<file path="src/rtl/dsfe_pkg.sv">
// shared types, constants and leading zero count function for the double to small float encoder
package dsfe_pkg;

    localparam logic [1:0] FMT_8  = 2'd0;
    localparam logic [1:0] FMT_16 = 2'd1;
    localparam logic [1:0] FMT_32 = 2'd2;

    localparam logic [1:0] REG_FORMAT  = 2'd0;
    localparam logic [1:0] REG_MIN_MAG = 2'd1;
    localparam logic [1:0] REG_MAX_MAG = 2'd2;

    localparam logic [62:0] MAG_INF = 63'h7FF0000000000000;

    // stage one to stage two
    typedef struct packed {
        logic        flag;
        logic        sign;
        logic [1:0]  fmt;
        logic [10:0] expo;
        logic [51:0] frac;
        logic [5:0]  lz;
    } dsfe_s1_t;

    // stage two to stage three
    typedef struct packed {
        logic        flag;
        logic        sign;
        logic [1:0]  fmt;
        logic [12:0] expo;
        logic [51:0] frac;
    } dsfe_s2_t;

    // count of leading zeros in a 52-bit fraction, 52 when all zero
    function automatic logic [5:0] lzc52(input logic [51:0] f);
        logic [5:0] n;
        logic       found;
        n = 6'd52;
        found = 1'b0;
        for (int i = 51; i >= 0; i--)
        begin
            if (!found && f[i])
            begin
                n = 6'(51 - i);
                found = 1'b1;
            end
        end
        return n;
    endfunction

endpackage

</file>
<file path="src/rtl/dsfe_classify.sv">
// stage one: format check, zero and bound compares, sign and leading zero count
module dsfe_classify import dsfe_pkg::*; (
    input  logic        clk,
    input  logic        rst_n,
    input  logic        en,
    input  logic [63:0] value_bits,
    input  logic [1:0]  fmt,
    input  logic [62:0] min_mag,
    input  logic [62:0] max_mag,
    output dsfe_s1_t    s1
);
    dsfe_s1_t s1_next;
    dsfe_s1_t s1_reg;
    logic [62:0] mag;

    always_comb
    begin
        mag = value_bits[62:0];
        s1_next.flag = (fmt != FMT_8 && fmt != FMT_16 && fmt != FMT_32) ||
                       (mag == '0) || (mag < min_mag) || (mag > max_mag);
        s1_next.sign = !(!value_bits[63] && (mag <= MAG_INF));
        s1_next.fmt  = fmt;
        s1_next.expo = mag[62:52];
        s1_next.frac = mag[51:0];
        s1_next.lz   = lzc52(mag[51:0]);
    end

    always_ff @(posedge clk or negedge rst_n)
    begin
        if (!rst_n)
            s1_reg <= '0;
        else if (en)
            s1_reg <= s1_next;
    end

    assign s1 = s1_reg;
endmodule

</file>
<file path="src/rtl/dsfe_normalize.sv">
// stage two: normalise subnormals and form the unbiased exponent
module dsfe_normalize import dsfe_pkg::*; (
    input  logic     clk,
    input  logic     rst_n,
    input  logic     en,
    input  dsfe_s1_t s1,
    output dsfe_s2_t s2
);
    dsfe_s2_t s2_next;
    dsfe_s2_t s2_reg;
    logic [52:0] shifted;

    always_comb
    begin
        shifted = {1'b0, s1.frac} << (s1.lz + 6'd1);
        s2_next.flag = s1.flag;
        s2_next.sign = s1.sign;
        s2_next.fmt  = s1.fmt;
        if (s1.expo == '0)
        begin
            // subnormal: exponent -1023 - lz
            s2_next.expo = 13'(-13'sd1023) - 13'(s1.lz);
            s2_next.frac = shifted[51:0];
        end
        else
        begin
            s2_next.expo = 13'(s1.expo) - 13'd1023;
            s2_next.frac = s1.frac;
        end
    end

    always_ff @(posedge clk or negedge rst_n)
    begin
        if (!rst_n)
            s2_reg <= '0;
        else if (en)
            s2_reg <= s2_next;
    end

    assign s2 = s2_reg;
endmodule

</file>
<file path="src/rtl/dsfe_round_pack.sv">
// stage three: round half-up, bias the exponent and pack the code
module dsfe_round_pack import dsfe_pkg::*; (
    input  logic        clk,
    input  logic        en,
    input  dsfe_s2_t    s2,
    output logic [31:0] code,
    output logic        out_of_range
);
    logic [31:0] code_next, code_reg;
    logic        flag_reg;
    logic [23:0] top;
    logic [12:0] e;

    always_comb
    begin
        code_next = '0;
        top = '0;
        e = s2.expo;
        case (s2.fmt)
            FMT_8:
            begin
                top = 24'(s2.frac[51:48]) + 24'(s2.frac[47]);
                if (top[4]) begin top = '0; e = e + 13'd1; end
                code_next = 32'({s2.sign, 3'(e + 13'd3), top[3:0]});
            end
            FMT_16:
            begin
                top = 24'(s2.frac[51:42]) + 24'(s2.frac[41]);
                if (top[10]) begin top = '0; e = e + 13'd1; end
                code_next = 32'({s2.sign, 5'(e + 13'd15), top[9:0]});
            end
            FMT_32:
            begin
                top = 24'(s2.frac[51:29]) + 24'(s2.frac[28]);
                if (top[23]) begin top = '0; e = e + 13'd1; end
                code_next = {s2.sign, 8'(e + 13'd127), top[22:0]};
            end
            default: code_next = '0;
        endcase
        if (s2.flag)
            code_next = '0;
    end

    always_ff @(posedge clk)
    begin
        if (en)
        begin
            code_reg <= code_next;
            flag_reg <= s2.flag;
        end
    end

    assign code = code_reg;
    assign out_of_range = flag_reg;
endmodule

</file>
<file path="src/rtl/double_to_small_float_encoder.sv">
// top level of the double to small float encoder
// throughput: one transaction per cycle while the output is not held, through the three-stage pipeline
// a stall on a valid output holds every stage; the input stall follows it
// reset: pipeline empty, format 16-bit, both magnitude bounds zero
module double_to_small_float_encoder import dsfe_pkg::*; (
    input  logic        clk,
    input  logic        rst_n,
    input  logic        cfg_we,
    input  logic [1:0]  cfg_index,
    input  logic [62:0] cfg_data,
    input  logic        in_valid,
    output logic        in_stall,
    input  logic [63:0] value_bits,
    output logic        out_valid,
    input  logic        out_stall,
    output logic [31:0] code,
    output logic        out_of_range
);
    logic [1:0]  fmt_reg;
    logic [62:0] min_reg, max_reg;
    logic [2:0]  vld_reg;
    logic        adv;
    dsfe_s1_t    s1;
    dsfe_s2_t    s2;

    // pipeline moves whenever the output is not held
    assign adv = !(vld_reg[2] && out_stall);
    assign in_stall = !adv;
    assign out_valid = vld_reg[2];

    always_ff @(posedge clk or negedge rst_n)
    begin
        if (!rst_n)
        begin
            fmt_reg <= FMT_16;
            min_reg <= '0;
            max_reg <= '0;
        end
        else if (cfg_we)
        begin
            unique case (cfg_index)
                REG_FORMAT:  fmt_reg <= cfg_data[1:0];
                REG_MIN_MAG: min_reg <= cfg_data;
                REG_MAX_MAG: max_reg <= cfg_data;
                default:     ;
            endcase
        end
    end

    always_ff @(posedge clk or negedge rst_n)
    begin
        if (!rst_n)
            vld_reg <= '0;
        else if (adv)
            vld_reg <= {vld_reg[1:0], in_valid};
    end

    dsfe_classify u_classify (
        .clk(clk), .rst_n(rst_n), .en(adv), .value_bits(value_bits),
        .fmt(fmt_reg), .min_mag(min_reg), .max_mag(max_reg), .s1(s1)
    );

    dsfe_normalize u_normalize (
        .clk(clk), .rst_n(rst_n), .en(adv), .s1(s1), .s2(s2)
    );

    dsfe_round_pack u_round_pack (
        .clk(clk), .en(adv), .s2(s2), .code(code), .out_of_range(out_of_range)
    );
endmodule

</file>
<file path="config.mk">
export PLATFORM = sky130hd
export DESIGN_NAME = double_to_small_float_encoder
export DESIGN_NICKNAME = d
export VERILOG_FILES = /design/src/rtl/dsfe_pkg.sv /design/src/rtl/dsfe_classify.sv /design/src/rtl/dsfe_normalize.sv /design/src/rtl/dsfe_round_pack.sv /design/src/rtl/double_to_small_float_encoder.sv
export SDC_FILE = /design/constraint.sdc
export NUM_CORES = 1
export LEC_CHECK = 0
export BUFFER_PORTS_ARGS = -buffer_cell sky130_fd_sc_hd__buf_4
export CORE_MARGIN = 3
export CORE_UTILIZATION = 56
export CTS_CLUSTER_SIZE = 20
export DETAILED_ROUTE_END_ITERATION = 10
export PLACE_DENSITY = 0.84
export SYNTH_ARGS = -nofsm -noshare
export SYNTH_HDL_FRONTEND = slang
export SYNTH_HIERARCHICAL = 1
export SYNTH_SLANG_ARGS = --single-unit
</file>
<file path="constraint.sdc">
create_clock -name clk -period 2.6 [get_ports clk]
set_input_delay 0.52 -clock clk [delete_from_list [all_inputs] [get_ports clk]]
set_output_delay 0.52 -clock clk [all_outputs]
set_load 0.02 [all_outputs]
</file>
==> flow_summary.toml <==
[status]
outcome = "finished with violations"
violations = "setup timing"

[finish]
final_cell_mix = "buf_4 (384), dfrtp_1 (237), inv_1 (156)"
n_antenna_cell = 0
fillers = 2396
final_common_cell = "buf_4"
nets = 2517
largest_register_ffs = 73
final_layout_size_suffix_gt1_share_pct = 35.2
fin_area_sq_mm = 0.0243
area_delta_synth_final_pct = 22.1

[sta]
min_period_over_period_pct = 100
layout_min_cycle_time_ns = 2.60
clock_skew_ns = 0.0153
hold_viol_final = 0
fmax_mhz = 384
setup_viol = 1
rsz0062_at_grt = "yes"
slew_headroom_pct = 35.6
worst_slack_ns = -0.000807
tightest_slew_ns = 0.962
final_max_slew_viol_count = 0

[critical_path]
worst-path-max-fanout = 2
slowest_delay_ns = 0.45
crit_family = "compound AO/OA/AOI/OAI gates"
cp.arrival_ns = 3.07
cp_cell_sequence = "inv_1, ha_1, a2111o_1, a31oi_1, o21ai_0, a2111oi_2, buf_4, o211a_1, o211ai_1, o311ai_1"
path_buf_inv = 2
cp-start-kind = "register"
r2r_start = "min_reg[5]$_DFFE_PN0P_"
r2r_slack_ns = -0.0008
rr_endpoint = "u_classify/s1[72]$_DFFE_PN0P_"
setup.worst_path.end_class = "register"
path_class = "register to register"
r2r_cells = 10
required_ns = 3.07
crit_slowest_cell = "a2111oi_2"

[detailed_routing]
via_count = 17100
via_per_inst = 6.30
drt-initial-drc-count = 1779
wirelength_mm = 63.2
dr_wl_met3_mm = 4.94
postRouteAntennaNets = 0
wl_per_cell_um = 23.2
wl_met1_mm = 25.7
top_layer = "met5"
wl_met2_mm = 29.7
drc = 0
firstDrtPassIters = 6

[floorplanning]
ios = 169
die_x_um = 194
initial_core_util_pct = 57.1
dieArea_sq_mm = 0.0378
coreArea_sq_mm = 0.0348
dieHeight_um = 194
rows = 68

[power]
ir_drop_uv = 605
p_per_area_mw_per_mm2 = 837
leakage_nw = 11.4

[cts]
cts_max_level = 1
clk_latency_ns = 0.58
cts_tree = "built"
cts.root.buffer_cell = "clkbuf_16"
cts_buffers = 31
clock_sinks = 273
clk_pin_slew_ns = 0.06
clk_path_buf_depth = 3

[min_path]
hp-class = "input pin to register"
min-delay-start = "cfg_data[11]"
worstHoldPathCells = 2
whs_endpoint = "min_reg[11]$_DFFE_PN0P_"

[run]
maxCapViolations = 0

[placed_design]
place_hpwl_mm = 47.8
pre_cts_ws_ns = -0.549
placed_area_sq_mm = 0.0230
port_buffers = 168
gp_congestion = 0.994

[global_route]
antenna_found_initial = 1
grt_use_total_pct = 32.7
grt_pass1_vias = 17600
grt_max_degree = 64
overflow = 0
grt_pass1_wl_mm = 99.2

[synth]
avgSynthCellArea_sq_um = 10.5
ys_warn_count = 6
synth_nets = 2172
syn_area_sq_mm = 0.0199
syn_inst = 1898
worst reg2reg max path, stage by stage (launching register included):
cell and delay, ns:
dfrtp_1 0.36, inv_1 0.05, ha_1 0.29, a2111o_1 0.42
a31oi_1 0.13, o21ai_0 0.13, a2111oi_2 0.45, buf_4 0.20
o211a_1 0.23, o211ai_1 0.13, o311ai_1 0.10
worst max-delay path by stage:
stage                     slack [ns]                             end  cells after the start                    startpoint
final                        -0.0008   u_classify/s1[72]$_DFFE_PN0P_                     10        min_reg[5]$_DFFE_PN0P_
after global routing           -0.08   u_classify/s1[72]$_DFFE_PN0P_                     10        min_reg[5]$_DFFE_PN0P_
after CTS                       0.01  u_normalize/s2[34]$_DFFE_PN0P_                      8  u_classify/s1[0]$_DFFE_PN0P_
after detailed placement       -0.55   u_classify/s1[72]$_DFFE_PN0P_                      8                value_bits[43]
after global placement         -0.51   u_classify/s1[72]$_DFFE_PN0P_                      8                value_bits[43]
after floorplan                -0.33   u_classify/s1[72]$_DFFE_PN0P_                      8                value_bits[43]
power by group:
group / internal, mW / switching, mW
registers: 5.31 / 0.929
logic: 4.75 / 5.03
clock network: 2.48 / 1.82
cell type report:
cell class | count | area, sq um | area share, %
Clock inverter | 13 | 126 | 0.521
Sequential cell | 273 | 7000 | 28.8
Multi-Input combinational cell | 1370 | 11800 | 48.5
Tap cell | 455 | 569 | 2.35
Inverter | 157 | 589 | 2.43
Timing Repair Buffer | 410 | 3360 | 13.8
Clock buffer | 40 | 850 | 3.50
layer usage:
layer	vias up	global-route usage, %
li1	7615	-
met1	8395	43.8
met2	899	53.6
met3	205	4.84
met4	2	13.4
met5	-	0
repair_timing:
| item | in CTS | in global routing |
|---|---|---|
| hold endpoints to repair | 46 | 0 |
| setup buffers | 0 | 5 |
| resized for setup | 10 | 34 |
| pin swaps | 0 | 3 |
| gates cloned | 0 | 2 |
| endpoints found under the setup margin | 7 | 29 |
| hold buffers | 1 | 0 |
through the flow:
stage	instances	TNS [ns]	hold WS (ns)	total power [mW]	utilization, %
after floorplan	1898	-1.96	0.224	11.9	-
after global placement	2657	-3.49	0.439	15.2	66.1
after detailed placement	2657	-3.83	0.458	15.6	66.1
after CTS	2711	0	0.157	19.9	69.0
after global routing	2718	-0.117	0.170	21.3	69.7
final	2718	-0.000807	0.181	20.3	69.7
Power figures use the tool's default switching activity.
